`config.mk`:
```
export PLATFORM = sky130hd
export DESIGN_NAME = rthw_front_flat
export DESIGN_NICKNAME = d
export VERILOG_FILES = /design/src/rtl/rthw_pkg.sv /design/src/rtl/rthw_ifs.sv /design/src/rtl/rthw_front.sv /design/src/flat_wrapper.sv
export SDC_FILE = /design/constraint.sdc
export NUM_CORES = 2
export LEC_CHECK = 0
export ABC_AREA = 1
export ABC_CLOCK_PERIOD_IN_PS = 7300
export BUFFER_PORTS_ARGS = -buffer_cell sky130_fd_sc_hd__buf_2
export CELL_PAD_IN_SITES_DETAIL_PLACEMENT = 1
export CELL_PAD_IN_SITES_GLOBAL_PLACEMENT = 2
export CORE_MARGIN = 8
export CORE_UTILIZATION = 48
export CTS_BUF_LIST = sky130_fd_sc_hd__clkbuf_8
export DETAILED_ROUTE_END_ITERATION = 10
export PLACE_DENSITY = 0.87
export SLEW_MARGIN = 20
export SYNTH_ARGS = -nofsm -noshare
export SYNTH_HDL_FRONTEND = slang
export SYNTH_SLANG_ARGS = --single-unit
export TNS_END_PERCENT = 20
```
`constraint.sdc`:
```
create_clock -name clk -period 7.3 [get_ports clk]
set_input_delay 0.73 -clock clk [delete_from_list [all_inputs] [get_ports clk]]
set_output_delay 0.73 -clock clk [all_outputs]
set_load 0.005 [all_outputs]
```
`src/rtl/rthw_pkg.sv`:
```
// Shared constants, types and register codes for the rolling triple hash window.
// No dependencies; every other file imports this package.
package rthw_pkg;

  // Ring of recent bytes and byte counter
  localparam int WINDOW_MAX = 256;
  localparam int PTR_W      = $clog2(WINDOW_MAX);
  localparam int CNT_W      = $clog2(WINDOW_MAX + 1);

  // Field widths
  localparam int BYTE_W     = 8;
  localparam int LEN_W      = 9;
  localparam int HASH_W     = 30;
  localparam int CFG_IDX_W  = 4;
  localparam int CFG_DATA_W = 30;
  localparam int CMP_W      = (CNT_W > LEN_W) ? CNT_W : LEN_W;

  // Modular arithmetic: three lanes, one per modulus
  localparam int NUM_LANES = 3;
  localparam int BASE_W    = 9;
  localparam int PROD_W    = 39;
  localparam int QUO_W     = 10;
  localparam int RCP_SH    = 16;
  localparam int QP_W      = QUO_W + RCP_SH;
  localparam int RD_W      = 32;
  localparam int REM_W     = 31;

  localparam logic [HASH_W-1:0] LANE_MOD [NUM_LANES] =
    '{30'd1000000007, 30'd1000000033, 30'd1000000009};
  localparam logic [BASE_W-1:0] LANE_BASE [NUM_LANES] = '{9'd263, 9'd269, 9'd271};

  // floor(2^(PROD_W-QUO_W+RCP_SH) / m): quotient estimate is low by at most one
  localparam longint RCP_NUM = 64'd1 << (PROD_W - QUO_W + RCP_SH);
  localparam logic [RCP_SH-1:0] LANE_RCP [NUM_LANES] = '{
    RCP_SH'(RCP_NUM / 64'd1000000007),
    RCP_SH'(RCP_NUM / 64'd1000000033),
    RCP_SH'(RCP_NUM / 64'd1000000009)
  };

  // Queue between front and back
  localparam int QPTR_W = 2;
  localparam int QDEPTH = 1 << QPTR_W;

  typedef enum logic [CFG_IDX_W-1:0] {
    REG_WINDOW_LEN,
    REG_TOP_POWER_A,
    REG_TOP_POWER_B,
    REG_TOP_POWER_C
  } cfg_reg_t;

  // One classified byte, ready for the arithmetic
  typedef struct packed {
    logic [BYTE_W-1:0] in_byte;
    logic [BYTE_W-1:0] old_byte;
    logic              restart;
    logic              remove;
    logic              emit;
  } work_t;

endpackage

```
`src/rtl/rthw_ifs.sv`:
```
// Valid/ready channel interfaces: input bytes, output hashes, configuration writes.
// Depends on rthw_pkg.
interface rthw_item_if import rthw_pkg::*; ();
  logic              valid;
  logic              ready;
  logic [BYTE_W-1:0] in_byte;
  logic              restart;
  modport source (output valid, in_byte, restart, input ready);
  modport sink   (input valid, in_byte, restart, output ready);
endinterface


```
`src/rtl/rthw_front.sv`:
```
// Front end: accepts bytes, keeps the ring of recent bytes and the fill count,
// classifies each byte and hands it on. Depends on rthw_pkg and rthw_ifs.
module rthw_front import rthw_pkg::*; (
  input  logic       clk,
  input  logic       rst,
  rthw_item_if.sink  item,
  input  logic [LEN_W-1:0] window_len,
  output logic       push_valid,
  input  logic       push_ready,
  output work_t      push_item
);

  logic [BYTE_W-1:0] ring [WINDOW_MAX];
  logic [PTR_W-1:0]  wr_pos;
  logic [PTR_W-1:0]  rd_addr;
  logic [CNT_W-1:0]  seen;
  logic [CNT_W-1:0]  seen_eff;
  logic [CNT_W-1:0]  seen_next;
  logic [CNT_W-1:0]  len_cnt;
  logic [CMP_W-1:0]  len_eff;
  logic              accept;
  logic              remove;
  logic              emit;

  logic              stg_valid;
  logic [BYTE_W-1:0] stg_byte;
  logic [BYTE_W-1:0] old_q;
  logic              stg_restart;
  logic              stg_remove;
  logic              stg_emit;

  // Clamp the window length into 1..WINDOW_MAX
  always_comb begin
    if (window_len == '0) begin
      len_eff = CMP_W'(1);
    end else if (CMP_W'(window_len) > CMP_W'(WINDOW_MAX)) begin
      len_eff = CMP_W'(WINDOW_MAX);
    end else begin
      len_eff = CMP_W'(window_len);
    end
  end

  assign len_cnt   = CNT_W'(len_eff);
  assign seen_eff  = item.restart ? '0 : seen;
  assign remove    = CMP_W'(seen_eff) >= len_eff;
  assign seen_next = (seen_eff == CNT_W'(WINDOW_MAX)) ? seen_eff : seen_eff + 1'b1;
  assign emit      = CMP_W'(seen_next) >= len_eff;

  // Address of the byte leaving the window
  always_comb begin
    if (CNT_W'(wr_pos) >= len_cnt) begin
      rd_addr = PTR_W'(CNT_W'(wr_pos) - len_cnt);
    end else begin
      rd_addr = PTR_W'(CNT_W'(wr_pos) + CNT_W'(WINDOW_MAX) - len_cnt);
    end
  end

  assign item.ready = !stg_valid || push_ready;
  assign accept     = item.valid && item.ready;

  always_ff @(posedge clk) begin
    if (rst) begin
      stg_valid <= 1'b0;
      wr_pos    <= '0;
      seen      <= '0;
    end else begin
      if (accept) begin
        stg_valid <= 1'b1;
        seen      <= seen_next;
        wr_pos    <= (wr_pos == PTR_W'(WINDOW_MAX - 1)) ? '0 : wr_pos + 1'b1;
      end else if (push_ready) begin
        stg_valid <= 1'b0;
      end
    end
  end

  // Ring and stage payload; read before write when both hit one entry
  always_ff @(posedge clk) begin
    if (accept) begin
      ring[wr_pos] <= item.in_byte;
      old_q        <= ring[rd_addr];
      stg_byte     <= item.in_byte;
      stg_restart  <= item.restart;
      stg_remove   <= remove;
      stg_emit     <= emit;
    end
  end

  assign push_valid = stg_valid;

  always_comb begin
    push_item.in_byte  = stg_byte;
    push_item.old_byte = old_q;
    push_item.restart  = stg_restart;
    push_item.remove   = stg_remove;
    push_item.emit     = stg_emit;
  end

endmodule

```
`src/flat_wrapper.sv`:
```
// flat-port wrapper written by rule: the top's interface ports become plain ports
module rthw_front_flat import rthw_pkg::*;
  (clk, rst, window_len, push_valid, push_ready, push_item, item_valid, item_in_byte, item_restart, item_ready);
  rthw_item_if item_i ();
  input  logic clk;
  input  logic rst;
  input  logic [LEN_W-1:0] window_len;
  output logic push_valid;
  input  logic push_ready;
  output work_t push_item;
  input wire logic [$bits(item_i.valid)-1:0] item_valid;
  input wire logic [$bits(item_i.in_byte)-1:0] item_in_byte;
  input wire logic [$bits(item_i.restart)-1:0] item_restart;
  output wire logic [$bits(item_i.ready)-1:0] item_ready;
  assign item_i.valid = item_valid;
  assign item_i.in_byte = item_in_byte;
  assign item_i.restart = item_restart;
  assign item_ready = item_i.ready;
  rthw_front u_core (.clk(clk), .rst(rst), .item(item_i), .window_len(window_len), .push_valid(push_valid), .push_ready(push_ready), .push_item(push_item));
endmodule
```
==> results.md <==
- Peak VDD IR: 237 uV
- Crit path launch type: flip-flop
- Gpl congestion: 0.823
- NumNets Final: 8645
- CTS resizes: 0
- Compound-Gate Fraction of Synth Area: 0.0249
- Root Buffer: clkbuf_8
- Slew Limit Fails: 0
- Yosys top cell by area: edfxtp_1
- Sink Count: 2085
- HPWL Detailed: 156 mm
- IO Port Bufs: 42
- Final Util: 0.525
- Max_cap viols: 0
- Leakage Power: 38.7 nW
- Final min period: 4.96 ns
- I/O pin cnt: 43
- Grt total ovfl: 0
- Setup TNS: 0 ns
- WL final: 276 mm
- Router iterations before antenna repair: 5
- Filler cells: 20239
- Row Count: 159
- Sequential area share after synthesis: 0.693
- Avg Synthesized Cell Area: 10.5 um^2
- Via density per instance: 5.53
- Die area: 0.202 mm^2
- Multi-input gate area: 0.0222 mm^2
- Run status: finished, final reports clean
- CP endpoint kind: flip-flop
- Clk slew on worst S/H paths: 0.07 ns
- Hold buffers post-CTS: 4
- Vias in the first global route: 65037
- CP Class: flip-flop to flip-flop
- Clk Latency, worst-skew pair: 1.07 ns
- Xor/xnor share of the synthesized area: 0.00153
- Mapped Cells: 8581
- Most common cell after layout, fill and taps aside: nand2_1
- Hold Violations, Final: 0
- Most frequent cells in the layout: 2776 x nand2_1, 2067 x edfxtp_1, 981 x nand3_1, 902 x nor2_1, 869 x inv_1
- Worst rel slew slack: 0.134
- Die W: 449 um
- DRC Markers: 0
- Global-route wire length before repair: 411 mm
- Largest net degree at the start of global routing: 212
- Initial core utilization: 0.481
- CTS buffer count: 365
- Finish-stage setup viols: 0
- Synth Cell Area: 0.0900 mm^2
- Comb power frac: 0.163
- Sequential share of power: 0.486
- Post-synthesis mux area share: 0
- # Post-CTS Setup Buffers: 0
- H-tree Lvls: 5
- Cell Pwr Density: 277 mW/mm^2
- Antenna violations before repair: 11
- Switch share: 0.295
- Flops & latches, synth: 2085
- Routed WL per cell: 24.4 um
- Largest family of logic cells by synthesized area: simple AND/OR/NAND/NOR gates
- Sw power: 0.00804 W
- Layout area overhead: 9.04%
- CP max FO: 117
- Syn Nets: 8635
- Max clock buf depth: 4
- Worst-margin pin slew: 1.30 ns
- Core Area: 0.187 mm^2
- Min-Delay Path Class: input port to flip-flop
- Adder-cell area share of the yosys netlist: 0.00453
- Starting DRT DRC Count: 5500
- Unrepaired setup endpoints after global routing: false
- All-Layer GR Usage: 0.266
- Synth area leaders: edfxtp_1 69%, nand2_1 12%, nand3_1 5.5%
- CTS tree: yes
- Antenna viol nets, final: 0
- Worst Clk Skew: 0.0553 ns
- Crit path max-delay cell type: fa_4
- Crit-path cells: inv_1 > ha_4 > inv_1 > fa_4 > inv_8 > buf_12 > nand3_1 > nand2_1 > nand2_1 > nand3_1 > nand3_1 > nand3_1 > nand3_1 > nand2_1 > nand2_1 > nand2_1
- Simple-Gate Fraction of Synth Area: 0.214
- YS warnings: 0
- Critical Path AT: 5.88 ns
- Req. time, crit path: 8.22 ns
- FF+latch area: 0.0624 mm^2
- Clock share of power: 0.350
- Max frequency: 202 MHz
- Yosys cell types: 36
- Synth top area share: 0.689
- Proportion of layout cells with a drive suffix above 1: 0.0689
- Die Ht: 449 um
- Cell-internal power: 0.0192 W
- Vias: 62612
- CP max stage delay: 0.89 ns
- Final Cycle Share: 0.679
[logic make-up (layout without fill, tap and decap cells)]
group | count (synthesis) | after routing
compound gates | 437 | 437
other cells | 0 | 7
fa+ha+maj | 32 | 32
simple gates | 4762 | 4762
flops | 2085 | 2085
buf+inv | 1251 | 1488
xor+xnor | 14 | 14
[per-layer routing]
| layer | vias up | share of wire | GRT usage |
|---|---|---|---|
| li1 | 28399 | - | - |
| met5 | - | 0 | 0 |
| met2 | 1994 | 0.49 | 0.446 |
| met3 | 458 | 0.063 | 0.0430 |
| met4 | 0 | 0.034 | 0.0993 |
| met1 | 31761 | 0.41 | 0.351 |
[cell type report]
class | count | share of cell area
Antenna cell | 7 | 0.000178
Sequential cell | 2085 | 0.636
Clock buffer | 374 | 0.0524
Multi-Input combinational cell | 5245 | 0.226
Inverter | 766 | 0.0297
Tap cell | 2495 | 0.0318
Clock inverter | 220 | 0.0104
Timing Repair Buffer | 128 | 0.0136
[critical path: cells and delay by family (launching register included)]
| family | cells | cell delay, ns |
|---|---|---|
| adder cells (fa/ha/maj) | 2 | 1.07 |
| buffers and inverters | 4 | 1.46 |
| AND/OR/NAND/NOR | 10 | 1.73 |
| flip-flops | 1 | 0.41 |
[sequential cells by signal (all words and copies together), names as in the netlist, 8 cells and up]
name / cells
u_core.ring: 2048
u_core.seen: 9
u_core.old_q: 8
u_core.stg_byte: 8
u_core.wr_pos: 8
[cell usage after synthesis (all sizes together)]
| cell type | number |
|---|---|
| fa | 1 |
| or2 | 71 |
| o211ai | 16 |
| clkbuf | 168 |
| nand3 | 981 |
| nand4 | 5 |
| buf | 317 |
| o21ai | 392 |
| ha | 31 |
| nand3b | 1 |
| nor3b | 1 |
| clkinv | 2 |
| o21a | 2 |
| xnor2 | 4 |
| nand2 | 2794 |
| a2111oi | 1 |
| o21bai | 2 |
| xor2 | 10 |
| inv | 764 |
| nor2 | 903 |
| nor3 | 5 |
| nor4 | 1 |
| dfxtp | 18 |
| a21oi | 24 |
| edfxtp | 2067 |
[power groups by stage]
stage	clock network, W	logic, W	registers (W)
2_1_floorplan	0	0.00275	0.0135
3_3_place_gp	0	0.00434	0.0135
3_5_place_dp	0	0.00443	0.0135
4_1_cts	0.00970	0.00446	0.0132
5_1_grt	0.0102	0.00485	0.0132
6_report	0.00955	0.00445	0.0132
[through the flow]
step | std cells | hold WS [ns] | total power (W) | setup slack (ns) | area [um^2]
6_report | 11320 | 0.132 | 0.0272 | 2.34 | 98200
5_1_grt | 11317 | 0.0752 | 0.0283 | 2.20 | 98200
4_1_cts | 11313 | 0.0198 | 0.0274 | 2.38 | 98200
3_5_place_dp | 10715 | 0.482 | 0.0179 | 1.59 | 92000
3_3_place_gp | 10715 | 0.480 | 0.0178 | 1.56 | 92000
2_1_floorplan | 8581 | 0.451 | 0.0162 | 3.96 | 90000
[path summary, 6_finish.rpt]
| check | depth (start not counted) | slack, ns | end | from |
|---|---|---|---|---|
| worst max-delay path | 16 | 2.34 | u_core.old_q[7] | u_core.wr_pos[0] |
| worst min-delay path | 1 | 0.13 | u_core.ring[133][1] | item_in_byte[1] |
| worst max register to register | 16 | 2.34 | u_core.old_q[7] | u_core.wr_pos[0] |
| worst min register to register | 2 | 0.50 | u_core.seen[1] | u_core.seen[1] |
Note: power is estimated with default switching activity, not from simulation.
