===== config.mk =====
export PLATFORM = sky130hd
export DESIGN_NAME = rthw_fifo
export DESIGN_NICKNAME = d
export VERILOG_FILES = /design/src/rtl/rthw_pkg.sv /design/src/rtl/rthw_fifo.sv
export SDC_FILE = /design/constraint.sdc
export NUM_CORES = 1
export LEC_CHECK = 0
export BUFFER_PORTS_ARGS = -buffer_cell sky130_fd_sc_hd__buf_2
export CORE_UTILIZATION = 49
export CTS_CLUSTER_SIZE = 10
export DETAILED_ROUTE_END_ITERATION = 8
export PLACE_DENSITY_LB_ADDON = 0.05
export REMOVE_ABC_BUFFERS = 1
export SLEW_MARGIN = 20
export SYNTH_ARGS = -nofsm -noshare
export SYNTH_HDL_FRONTEND = slang
export SYNTH_SLANG_ARGS = --single-unit

===== constraint.sdc =====
create_clock -name clk -period 3.5 [get_ports clk]
set_clock_uncertainty 0.05 [all_clocks]
set_input_delay 0.525 -clock clk [delete_from_list [all_inputs] [get_ports clk]]
set_output_delay 0.525 -clock clk [all_outputs]
set_load 0.03 [all_outputs]

===== src/rtl/rthw_pkg.sv =====
// Shared constants, types and register codes for the rolling triple hash window.
// No dependencies; every other file imports this package.
package rthw_pkg;

  // Ring of recent bytes and byte counter
  localparam int WINDOW_MAX = 256;
  localparam int PTR_W      = $clog2(WINDOW_MAX);
  localparam int CNT_W      = $clog2(WINDOW_MAX + 1);

  // Field widths
  localparam int BYTE_W     = 8;
  localparam int LEN_W      = 9;
  localparam int HASH_W     = 30;
  localparam int CFG_IDX_W  = 4;
  localparam int CFG_DATA_W = 30;
  localparam int CMP_W      = (CNT_W > LEN_W) ? CNT_W : LEN_W;

  // Modular arithmetic: three lanes, one per modulus
  localparam int NUM_LANES = 3;
  localparam int BASE_W    = 9;
  localparam int PROD_W    = 39;
  localparam int QUO_W     = 10;
  localparam int RCP_SH    = 16;
  localparam int QP_W      = QUO_W + RCP_SH;
  localparam int RD_W      = 32;
  localparam int REM_W     = 31;

  localparam logic [HASH_W-1:0] LANE_MOD [NUM_LANES] =
    '{30'd1000000007, 30'd1000000033, 30'd1000000009};
  localparam logic [BASE_W-1:0] LANE_BASE [NUM_LANES] = '{9'd263, 9'd269, 9'd271};

  // floor(2^(PROD_W-QUO_W+RCP_SH) / m): quotient estimate is low by at most one
  localparam longint RCP_NUM = 64'd1 << (PROD_W - QUO_W + RCP_SH);
  localparam logic [RCP_SH-1:0] LANE_RCP [NUM_LANES] = '{
    RCP_SH'(RCP_NUM / 64'd1000000007),
    RCP_SH'(RCP_NUM / 64'd1000000033),
    RCP_SH'(RCP_NUM / 64'd1000000009)
  };

  // Queue between front and back
  localparam int QPTR_W = 2;
  localparam int QDEPTH = 1 << QPTR_W;

  typedef enum logic [CFG_IDX_W-1:0] {
    REG_WINDOW_LEN,
    REG_TOP_POWER_A,
    REG_TOP_POWER_B,
    REG_TOP_POWER_C
  } cfg_reg_t;

  // One classified byte, ready for the arithmetic
  typedef struct packed {
    logic [BYTE_W-1:0] in_byte;
    logic [BYTE_W-1:0] old_byte;
    logic              restart;
    logic              remove;
    logic              emit;
  } work_t;

endpackage


===== src/rtl/rthw_fifo.sv =====
// Short queue of classified bytes between front and back end.
// Depends on rthw_pkg.
module rthw_fifo import rthw_pkg::*; (
  input  logic  clk,
  input  logic  rst,
  input  logic  push_valid,
  output logic  push_ready,
  input  work_t push_item,
  output logic  pop_valid,
  input  logic  pop_ready,
  output work_t pop_item
);

  work_t             slots [QDEPTH];
  logic [QPTR_W-1:0] wr_ptr;
  logic [QPTR_W-1:0] rd_ptr;
  logic [QPTR_W:0]   count;
  logic              push;
  logic              pop;

  assign push_ready = count != (QPTR_W + 1)'(QDEPTH);
  assign pop_valid  = count != '0;
  assign push       = push_valid && push_ready;
  assign pop        = pop_valid && pop_ready;
  assign pop_item   = slots[rd_ptr];

  always_ff @(posedge clk) begin
    if (rst) begin
      wr_ptr <= '0;
      rd_ptr <= '0;
      count  <= '0;
    end else begin
      if (push) begin
        wr_ptr <= wr_ptr + 1'b1;
      end
      if (pop) begin
        rd_ptr <= rd_ptr + 1'b1;
      end
      if (push && !pop) begin
        count <= count + 1'b1;
      end else if (pop && !push) begin
        count <= count - 1'b1;
      end
    end
  end

  always_ff @(posedge clk) begin
    if (push) begin
      slots[wr_ptr] <= push_item;
    end
  end

  a_count_bound: assert property (@(posedge clk) disable iff (rst)
    count <= (QPTR_W + 1)'(QDEPTH))
    else $error("queue count beyond depth");

endmodule


==> metrics.csv, run 1 <==
stage,metric,value,unit
outcome,outcome,"finished, final reports clean",
critical_path,path_max_fanout,11,
placed_design,portBuffers,43,
synthesis,synth_edf_count,76,
layout,diodes,0,
job,drv_cap,0,
synthesis,synth_top_cell_by_area,edfxtp_1,
synthesis,ys.flop_type,edfxtp_1,
power,ir_drop,0.3307,mV
global_route,grt_pass1_vias,1663,
synthesis,synth_most_common_cell,edfxtp_1,
synthesis,synth_compound_area_frac,0.01155,
synthesis,yosysSeqAreaShare,0.7575,
synthesis,syn_area,0.003251,mm2
floorplanning,ios,44,
clock_tree,worstSkewPairLatency,0.34,ns
clock_tree,cts_setup_buffers,0,
global_route,antenna_found_initial,0,
critical_path,crit_type,reg -> out,
clock_tree,root_buffer,clkbuf_8,
global_route,grt_pass1_wl,8431,um
power,cellPowerDensity,763.3,mW/mm2
floorplanning,num_rows,29,
placed_design,dpl_worst_slack,1.077,ns
critical_path,setup.worst_path.end_class,output port,
clock_tree,ctsResizeCount,0,
placed_design,hpwl,3325,um
synthesis,synth_top_family_by_area,multiplexers,
clock_tree,clkTransAtPathRegs,0.08,ns
clock_tree,cts_tree,built,
timing,worst_pin_slew,0.8862,ns
global_route,grt_start_max_net_pins,20,
floorplanning,chipWidth,83.45,um
critical_path,cp_cell_sequence,buf_4 -> mux4_1 -> buf_2,
clock_tree,cts.sinks,85,
routing,drc_errors,0,
clock_tree,cts_hold_buf,0,
synthesis,synthSimpleGateAreaFrac,0.02579,
timing,slew_headroom,0.4084,
critical_path,cpMaxStageDelayCell,dfxtp_1,
timing,hold_viol_final,0,
synthesis,synth_commonest_cells,"edfxtp_1 (76), mux4_2 (10), dfxtp_1 (9), mux4_1 (9), nor2_1 (8)",
routing,routedWlPerCell,18.46,um
timing,timing.hold.ws,0.3482,ns
layout,layout.nets,230,
timing,tns,0,ns
timing,setup_viol,0,
clock_tree,h-tree-depth,3,
clock_tree,numCtsBuffers,9,
critical_path,cp_num_buf_inv,2,
placed_design,placed_cells,267,
floorplanning,dieArea,0.006964,mm2
power,seqPwrFrac,0.460,
critical_path,cp_top_family,flip-flops,
routing,viasPerCell,5.382,
synthesis,ys_warn_count,0,
routing,vias,1523,
timing,fin_crit,2.727,ns
clock_tree,clk_path_buf_depth,2,
synthesis,synthAdderAreaFrac,0.02540,
critical_path,start_kind,register,
routing,ant_nets,0,
timing,min_period_over_period,0.7792,
power,combinationalPowerShare,0.269,
power,p_sw_frac,0.2997,
synthesis,async_flop_share,0,
routing,drtIter0Drc,87,
placed_design,gp_congestion,0.7461,
timing,worst_slack,0.7729,ns
timing,clock.fmax,366.7,MHz
floorplanning,core_region_area,0.006386,mm2
power,fin_total_pwr,2.889,mW
synthesis,post_synth_xor_area_fraction,0.01078,
layout,drive_gt1_frac,0.3544,
synthesis,synthMuxAreaShare,0.1517,
critical_path,crit_required,2.92,ns
floorplanning,die_height,83.45,um
critical_path,crit_path_max_incr_delay,0.74,ns
critical_path,cp_data_arrival_time,2.15,ns
power,switching_power,0.8657,mW
routing,first_pass_iters,4,
synthesis,synth.top_cells.by_area,"edfxtp_1 (70%), mux4_1 (7.3%), mux4_2 (6.9%)",
synthesis,ys_seq_elements,85,
layout,synthToLayoutAreaGrowth,16.44,%
synthesis,postSynthAreaPerCell,22.11,um2
power,p_leak,1.345,nW
worst_hold_path,hold_class,in -> reg,
synthesis,synth_top_area_frac,0.7021,
global_route,grt.total_usage,0.1654,
timing,rsz0062_at_grt,no,
power,p_int,2.023,mW
synthesis,synth_cell_types,24,
power,power.share.clock,0.272,
timing,finalMaxSlewViolations,0,
floorplanning,start_util,0.5090,
synthesis,synthCells,147,
global_route,grt_overflow,0,
routing,wl,5225,um
layout,finalNonFillerCells,283,
==> registers in the layout (all words and copies together) (netlist names), named ones only <==
register,flops
wr_ptr,2
rd_ptr,2
slots,76
count,3
==> through the flow <==
stage | util | cell area [um2]
floorplan | - | 3206
global placement | 0.5566 | 3555
detailed placement | 0.5566 | 3555
CTS | 0.5927 | 3785
global route | 0.5927 | 3785
finish | 0.5927 | 3785
==> power by group through the flow <==
stage / Sequential [mW] / Combinational (mW) / Clock [mW]
finish: 1.33 / 0.777 / 0.785
global route: 1.34 / 0.833 / 0.847
CTS: 1.33 / 0.790 / 0.805
detailed placement: 1.36 / 0.788 / 0
global placement: 1.34 / 0.771 / 0
floorplan: 1.34 / 0.562 / 0
==> per-layer routing <==
layer | GRT usage | wire length [um]
met1 | 0.2156 | 2324
met2 | 0.2630 | 2594
met3 | 0.03858 | 219
met4 | 0.08475 | 88
met5 | 0 | 0
==> cells by family after synthesis <==
logic type	count (synthesis)
DFF	85
adders and majority gates	6
buffers and inverters	8
AOI/OAI and AO/OA	5
and+or+nand+nor	17
muxes	22
xor gates and xnor gates	4
==> placed cells by master, fill, tap and decap left out, types with 2 or more instances in the layout <==
| cell | instances |
|---|---|
| dfxtp_1 | 9 |
| bufinv_16 | 3 |
| xor2_1 | 4 |
| ha_1 | 5 |
| clkbuf_1 | 2 |
| nor2_1 | 8 |
| mux4_2 | 10 |
| clkbuf_8 | 9 |
| nand2b_1 | 2 |
| buf_2 | 43 |
| mux2i_1 | 2 |
| or3_1 | 2 |
| inv_1 | 3 |
| buf_4 | 5 |
| and2_1 | 4 |
| mux4_1 | 9 |
| edfxtp_1 | 76 |
==> layout make-up <==
type,instances,area [um2]
Inverter,3,11.26
Fill cell,481,2601
Sequential cell,85,2462
Clock inverter,5,98.84
Timing Repair Buffer,48,252.7
Multi-Input combinational cell,54,732.0
Clock buffer,11,131.4
Tap cell,77,96.34
==> worst paths after layout <==
kind           startpoint            to  slack (ns)  depth (start not counted)
max              register  pop_item[15]        0.77                          3
min          push_item[1]   slots[1][1]        0.35                          1
max reg2reg      count[0]      count[2]        1.17                          8
min reg2reg     wr_ptr[1]     wr_ptr[1]        0.48                          2
Note: power is estimated with default switching activity, not from simulation.
==> run 2, diff against run 1 <==
--- a/config.mk
+++ b/config.mk
@@ -5,6 +5,7 @@
 export SDC_FILE = /design/constraint.sdc
 export NUM_CORES = 1
 export LEC_CHECK = 0
+export ABC_AREA = 1
 export BUFFER_PORTS_ARGS = -buffer_cell sky130_fd_sc_hd__buf_2
 export CORE_UTILIZATION = 49
 export CTS_CLUSTER_SIZE = 10
==> constraint.sdc (replaced) <==
create_clock -name clk -period 2.7 [get_ports clk]
set_clock_uncertainty 0.05 [all_clocks]
set_input_delay 0.405 -clock clk [delete_from_list [all_inputs] [get_ports clk]]
set_output_delay 0.405 -clock clk [all_outputs]
set_load 0.03 [all_outputs]
==> run 2 against run 1 <==
  * Total power up 26%
  * Sequential cell count unchanged
  * Synthesized cell count up 71%
  * Cell area up 0.63%
  * Final cell count up 35%
==> metrics.csv, run 2 <==
stage,metric,value,unit,change
floorplanning,num_rows,29,,unchanged
synthesis,synthCells,252,,+71%
global_route,grt_start_max_net_pins,39,,+95%
critical_path,cp_top_family,buffers and inverters,,
clock_tree,cts_setup_buffers,0,,unchanged
timing,finalMaxSlewViolations,0,,unchanged
clock_tree,cts.sinks,85,,unchanged
layout,synthToLayoutAreaGrowth,12.45,%,
synthesis,synth.top_cells.by_area,"edfxtp_1 (67%), o21ai_0 (5.5%), dfxtp_1 (5.3%)",,
global_route,grt.total_usage,0.1819,,+0.01655
timing,rsz0062_at_grt,no,,
global_route,grt_pass1_wl,9708,um,+15%
placed_design,portBuffers,43,,unchanged
routing,routedWlPerCell,15.30,um,-17%
critical_path,setup.worst_path.end_class,output port,,
critical_path,path_max_fanout,38,,+27
routing,ant_nets,0,,unchanged
timing,min_period_over_period,0.8239,,
outcome,outcome,"finished, final reports clean",,
synthesis,ys.flop_type,edfxtp_1,,
synthesis,ys_warn_count,0,,unchanged
clock_tree,worstSkewPairLatency,0.35,ns,about the same
critical_path,start_kind,register,,
floorplanning,die_height,85.14,um,+2.0%
synthesis,syn_area,0.003387,mm2,+4.2%
layout,final_cell_mix,"edfxtp_1 (76), buf_2 (43), nor2_1 (38)",,
layout,fill_cells,539,,+12%
floorplanning,chipWidth,85.14,um,+2.0%
clock_tree,clk_path_buf_depth,2,,unchanged
critical_path,crit_path_max_incr_delay,0.52,ns,-0.22 ns
floorplanning,start_util,0.5215,,+0.01247
clock_tree,numCtsBuffers,9,,unchanged
critical_path,r2r_cells,13,,+5
clock_tree,root_buffer,clkbuf_8,,
timing,slew_headroom,0.5289,,+0.1205
synthesis,synth_edf_count,76,,unchanged
worst_hold_path,min_path_cells,1,,unchanged
job,drv_cap,0,,unchanged
timing,worst_pin_slew,0.7056,ns,-0.1806 ns
timing,hold_viol_final,0,,unchanged
worst_hold_path,hold_class,in -> reg,,
clock_tree,cts_tree,built,,
floorplanning,ios,44,,unchanged
layout,layout.nets,330,,+43%
timing,setup_viol,0,,unchanged
synthesis,ys_seq_elements,85,,unchanged
timing,tns,0,ns,unchanged
critical_path,crit_required,2.25,ns,-0.67 ns
layout,reg_top3,"slots: 76 flops, count: 3 flops",,
synthesis,synth_top_area_frac,0.6738,,-0.02827
synthesis,synth_most_common_cell,edfxtp_1,,
floorplanning,dieArea,0.007249,mm2,+4.1%
global_route,antenna_found_initial,0,,unchanged
synthesis,synth_top_cell_by_area,edfxtp_1,,
synthesis,synth_cell_types,24,,unchanged
critical_path,cp_cell_sequence,inv_2 -> o21ai_0 -> o22ai_1 -> buf_2,,
layout,largest_reg_flops,76,,unchanged
synthesis,yosysSeqAreaShare,0.7270,,-0.03050
clock_tree,cts_hold_buf,0,,unchanged
global_route,grt_overflow,0,,unchanged
routing,vias,2021,,+33%
placed_design,hpwl,3467,um,+4.2%
worst_hold_path,hp-start,push_item[15],,
critical_path,r2r_end,count[2],,
timing,fin_crit,2.224,ns,
critical_path,r2r-start,count[0],,
clock_tree,ctsResizeCount,0,,unchanged
timing,clock.fmax,449.6,MHz,
clock_tree,clkTransAtPathRegs,0.09,ns,about the same
layout,diodes,0,,unchanged
power,p_leak,1.386,nW,+3.1%
routing,viasPerCell,5.277,,-1.9%
critical_path,crit_type,reg -> out,,
layout,final_util,0.5864,,-0.006272
global_route,grt_pass1_vias,2029,,+22%
power,ir_drop,0.4901,mV,+48%
routing,wl,5858,um,+12%
floorplanning,core_region_area,0.006495,mm2,+1.7%
critical_path,reg2reg_slack,0.81,ns,-0.36 ns
synthesis,postSynthAreaPerCell,13.44,um2,-39%
critical_path,cp_data_arrival_time,1.77,ns,-0.38 ns
synthesis,async_flop_share,0,,unchanged
synthesis,synth_commonest_cells,"edfxtp_1 (76), nor2_1 (42), o21ai_0 (37)",,
routing,drtIter0Drc,101,,+16%
critical_path,cpMaxStageDelayCell,inv_2,,
worst_hold_path,min_to,slots[0][15],,
routing,drc_errors,0,,unchanged
critical_path,cp_num_buf_inv,2,,unchanged
power,cellPowerDensity,952.6,mW/mm2,+25%
layout,largest-register,slots,,
clock_tree,h-tree-depth,3,,unchanged
routing,first_pass_iters,4,,unchanged
layout,drive_gt1_frac,0.2843,,-0.07006
placed_design,gp_congestion,0.7582,,+1.6%
layout,layout_commonest_cell,edfxtp_1,,
## run 2: cell types whose count changed after synthesis, sizes merged, moves of 5 or more
cell,delta
buf,+5
o22ai,+19
inv,+13
o21ai,+38
mux4,-19
nand2,+14
nor2,+44
## run 2: logic make-up after synthesis
logic type / share of synthesized area
buffers and inverters: 0.05504
DFF: 0.7270
and+or+nand+nor: 0.09272
adders and majority gates: 0.02438
xor gates and xnor gates: 0.002586
AOI/OAI and AO/OA: 0.09826
## run 2: area by class of cell
cell class,count,area (um2),share of cell area
Multi-Input combinational cell,140,748.2,0.1965
Inverter,16,60.06,0.01577
Clock inverter,7,57.56,0.01511
Timing Repair Buffer,49,260.3,0.06833
Sequential cell,85,2462,0.6465
Clock buffer,9,123.9,0.03252
Tap cell,77,96.34,0.02530
## run 2: how the worst max path moves through the flow
stage               depth (start not counted)  slack (ns)     endpoint  startpoint
floorplan                                   3        0.54  pop_item[0]    register
global placement                            4        0.85  pop_item[3]    register
detailed placement                         13        0.80     count[2]    count[0]
CTS                                         4        0.42  pop_item[7]    register
global route                                4        0.34  pop_item[3]    register
finish                                      4        0.48  pop_item[7]    register
## run 2: per-stage QoR
step | hold WS (ns) | cells | setup WS (ns) | instance area, um2 | power, mW
2_1_floorplan | 0.4087 | 241 | 0.5370 | 3261 | 2.490
3_3_place_gp | 0.4342 | 367 | 0.8467 | 3627 | 2.843
3_5_place_dp | 0.4385 | 367 | 0.7997 | 3627 | 2.855
4_1_cts | 0.1954 | 383 | 0.4170 | 3809 | 3.664
5_1_grt | 0.1966 | 383 | 0.3407 | 3809 | 3.835
6_report | 0.2081 | 383 | 0.4756 | 3809 | 3.628
## run 2: power by group
part           total [mW]  switching, mW  internal (mW)
Combinational        1.14          0.819          0.322
Sequential           1.67         0.0673           1.60
Clock               0.818          0.473          0.345
Total                3.63           1.36           2.27
## run 2: per-layer routing
metal | global-route usage | part of all wire
met1 | 0.2208 | 0.45
met2 | 0.3028 | 0.49
met3 | 0.03794 | 0.044
met4 | 0.1063 | 0.021
met5 | 0 | 0
==> run 3, diff against run 2 <==
--- a/config.mk
+++ b/config.mk
@@ -5,7 +5,7 @@
 export SDC_FILE = /design/constraint.sdc
 export NUM_CORES = 1
 export LEC_CHECK = 0
-export ABC_AREA = 1
+export ABC_AREA = 0
 export BUFFER_PORTS_ARGS = -buffer_cell sky130_fd_sc_hd__buf_2
 export CORE_UTILIZATION = 49
 export CTS_CLUSTER_SIZE = 10
==> constraint.sdc (replaced) <==
create_clock -name clk -period 2.2 [get_ports clk]
set_clock_uncertainty 0.05 [all_clocks]
set_input_delay 0.33 -clock clk [delete_from_list [all_inputs] [get_ports clk]]
set_output_delay 0.33 -clock clk [all_outputs]
set_load 0.03 [all_outputs]
==> run 3 against run 2 <==
  * Cell area rose by 1.8%
  * Global-route usage down 1.8 points
  * Critical path type unchanged
  * Critical path depth fell by 1
  * Register-to-register slack got worse by 0.66 ns
  * Utilization increased by 2.1 points
  * Final cell count fell by 25%
  * Largest cell class unchanged
  * Routed wire length shrank 12%
==> metrics.csv, run 3 (same netlist as run 1, synthesis figures left out) <==
stage,metric,value,unit,change
floorplanning,num_rows,29,,unchanged
timing,finalMaxSlewViolations,0,,unchanged
clock_tree,root_buffer,clkbuf_8,,
power,switching_power,1.423,mW,+4.6%
layout,fill_cells,463,,-14%
layout,finalNonFillerCells,288,,-25%
clock_tree,cts_tree,built,,
critical_path,start_kind,register,,
worst_hold_path,hp-start,push_item[10],,
worst_hold_path,hold_class,in -> reg,,
floorplanning,chipWidth,83.45,um,-2.0%
critical_path,path_max_fanout,13,,-66%
layout,layout_commonest_cell,edfxtp_1,,
global_route,antenna_found_initial,0,,unchanged
job,drv_cap,0,,unchanged
layout,diodes,0,,unchanged
clock_tree,cts.sinks,85,,unchanged
timing,setup_viol,0,,unchanged
power,p_sw_frac,0.2963,,-0.07848
timing,worst_pin_slew,0.4016,ns,-0.3040 ns
layout,drive_gt1_frac,0.3886,,+0.1043
routing,routedWlPerCell,17.86,um,+17%
global_route,grt_pass1_vias,1630,,-20%
layout,largest_reg_flops,76,,unchanged
global_route,grt.total_usage,0.1643,,-0.01765
critical_path,cp_data_arrival_time,1.70,ns,-0.07 ns
critical_path,r2r-start,count[1],,
placed_design,hpwl,3293,um,-5.0%
power,p_int,3.379,mW,+49%
power,ir_drop,0.6674,mV,+36%
critical_path,crit_type,reg -> out,,
placed_design,portBuffers,43,,unchanged
floorplanning,ios,44,,unchanged
layout,final_util,0.6070,,+0.02058
timing,slew_headroom,0.7319,,+0.2030
routing,ant_nets,0,,unchanged
global_route,grt_pass1_wl,8321,um,-14%
timing,tns,0,ns,unchanged
critical_path,setup.worst_path.end_class,output port,,
power,seqPwrFrac,0.429,,-0.031
timing,fin_crit,2.080,ns,
placed_design,gp_congestion,0.7728,,+1.9%
routing,wl,5144,um,-12%
power,combinationalPowerShare,0.281,,-0.034
timing,min_period_over_period,0.9453,,
power,cellPowerDensity,1239,mW/mm2,+30%
layout,reg_top3,"slots: 76 flops, count: 3 flops",,
power,power.share.clock,0.290,,+0.065
timing,hold_viol_final,0,,unchanged
layout,synthToLayoutAreaGrowth,19.25,%,
global_route,grt_start_max_net_pins,20,,-49%
floorplanning,die_height,83.45,um,-2.0%
clock_tree,worstSkewPairLatency,0.34,ns,about the same
critical_path,crit_required,1.82,ns,-0.43 ns
clock_tree,cts_setup_buffers,0,,unchanged
clock_tree,h-tree-depth,3,,unchanged
outcome,outcome,"finished, final reports clean",,
routing,first_pass_iters,4,,unchanged
floorplanning,dieArea,0.006964,mm2,-3.9%
routing,viasPerCell,5.372,,+1.8%
layout,layout.nets,235,,-29%
layout,stdcell_area,0.003876,mm2,+1.8%
layout,final_cell_mix,"edfxtp_1 (76), buf_2 (43), mux4_2 (10)",,
timing,clock.fmax,480.9,MHz,
clock_tree,numCtsBuffers,9,,unchanged
layout,largest-register,slots,,
clock_tree,clkTransAtPathRegs,0.08,ns,about the same
routing,drc_errors,0,,unchanged
placed_design,dpl_cell_area,0.003605,mm2,-0.62%
timing,rsz0062_at_grt,no,,
global_route,grt_overflow,0,,unchanged
floorplanning,start_util,0.5090,,-0.01247
placed_design,placed_cells,272,,-26%
routing,vias,1547,,-23%
clock_tree,clk_path_buf_depth,2,,unchanged
routing,drtIter0Drc,84,,-17%
power,p_leak,1.388,nW,+0.15%
floorplanning,core_region_area,0.006386,mm2,-1.7%
run 3: layer usage:
layer | track usage | vias to the layer above | share of wire
li1 | - | 717 | -
met5 | 0 | - | 0
met1 | 0.2121 | 783 | 0.44
met3 | 0.04847 | 10 | 0.040
met2 | 0.2608 | 37 | 0.50
met4 | 0.07396 | 0 | 0.016
run 3: per-stage QoR:
stage          hold WS [ns]  worst slack [ns]  power (mW)
6_report             0.1404            0.1204       4.802
5_1_grt              0.1283           0.03817       5.012
4_1_cts              0.1238           0.03408       4.837
3_5_place_dp         0.4693           0.05247       3.448
3_3_place_gp         0.4441            0.1434       3.405
2_1_floorplan        0.3491            0.1293       3.026
run 3: power groups by stage:
| stage | combinational (mW) | sequential, mW | clock (mW) |
|---|---|---|---|
| after floorplan | 0.895 | 2.13 | 0 |
| after global placement | 1.33 | 2.07 | 0 |
| after detailed placement | 1.36 | 2.09 | 0 |
| after CTS | 1.36 | 2.06 | 1.42 |
| after global routing | 1.44 | 2.08 | 1.49 |
| final | 1.35 | 2.06 | 1.39 |
run 3: worst paths after layout:
kind / to / slack [ns] / depth (start not counted)
max: pop_item[16] / 0.12 / 3
min: slots[2][10] / 0.14 / 1
max reg2reg: count[2] / 0.15 / 7
min reg2reg: wr_ptr[1] / 0.48 / 2
run 3: final cells by class:
type,instances,area [um2],area share
well taps,77,96.34,0.02485
multi-input cells,54,737.0,0.1901
clock inverters,7,136.4,0.03518
inverters,3,11.26,0.002905
repair buffers,53,306.5,0.07908
flip-flops and latches,85,2465,0.6359
clock buffers,9,123.9,0.03196
run 3: timing repair:
item                                    4_1_cts  5_1_grt
hold buffers                                  0        0
endpoints found under the setup margin        0        3
resized for setup                             0        4
hold endpoints to repair                      0        0
run 3: critical path, cell delays in order, from the launching register on:
cell,delay [ns]
dfxtp_1,0.35
buf_6,0.21
mux4_1,0.59
buf_2,0.20
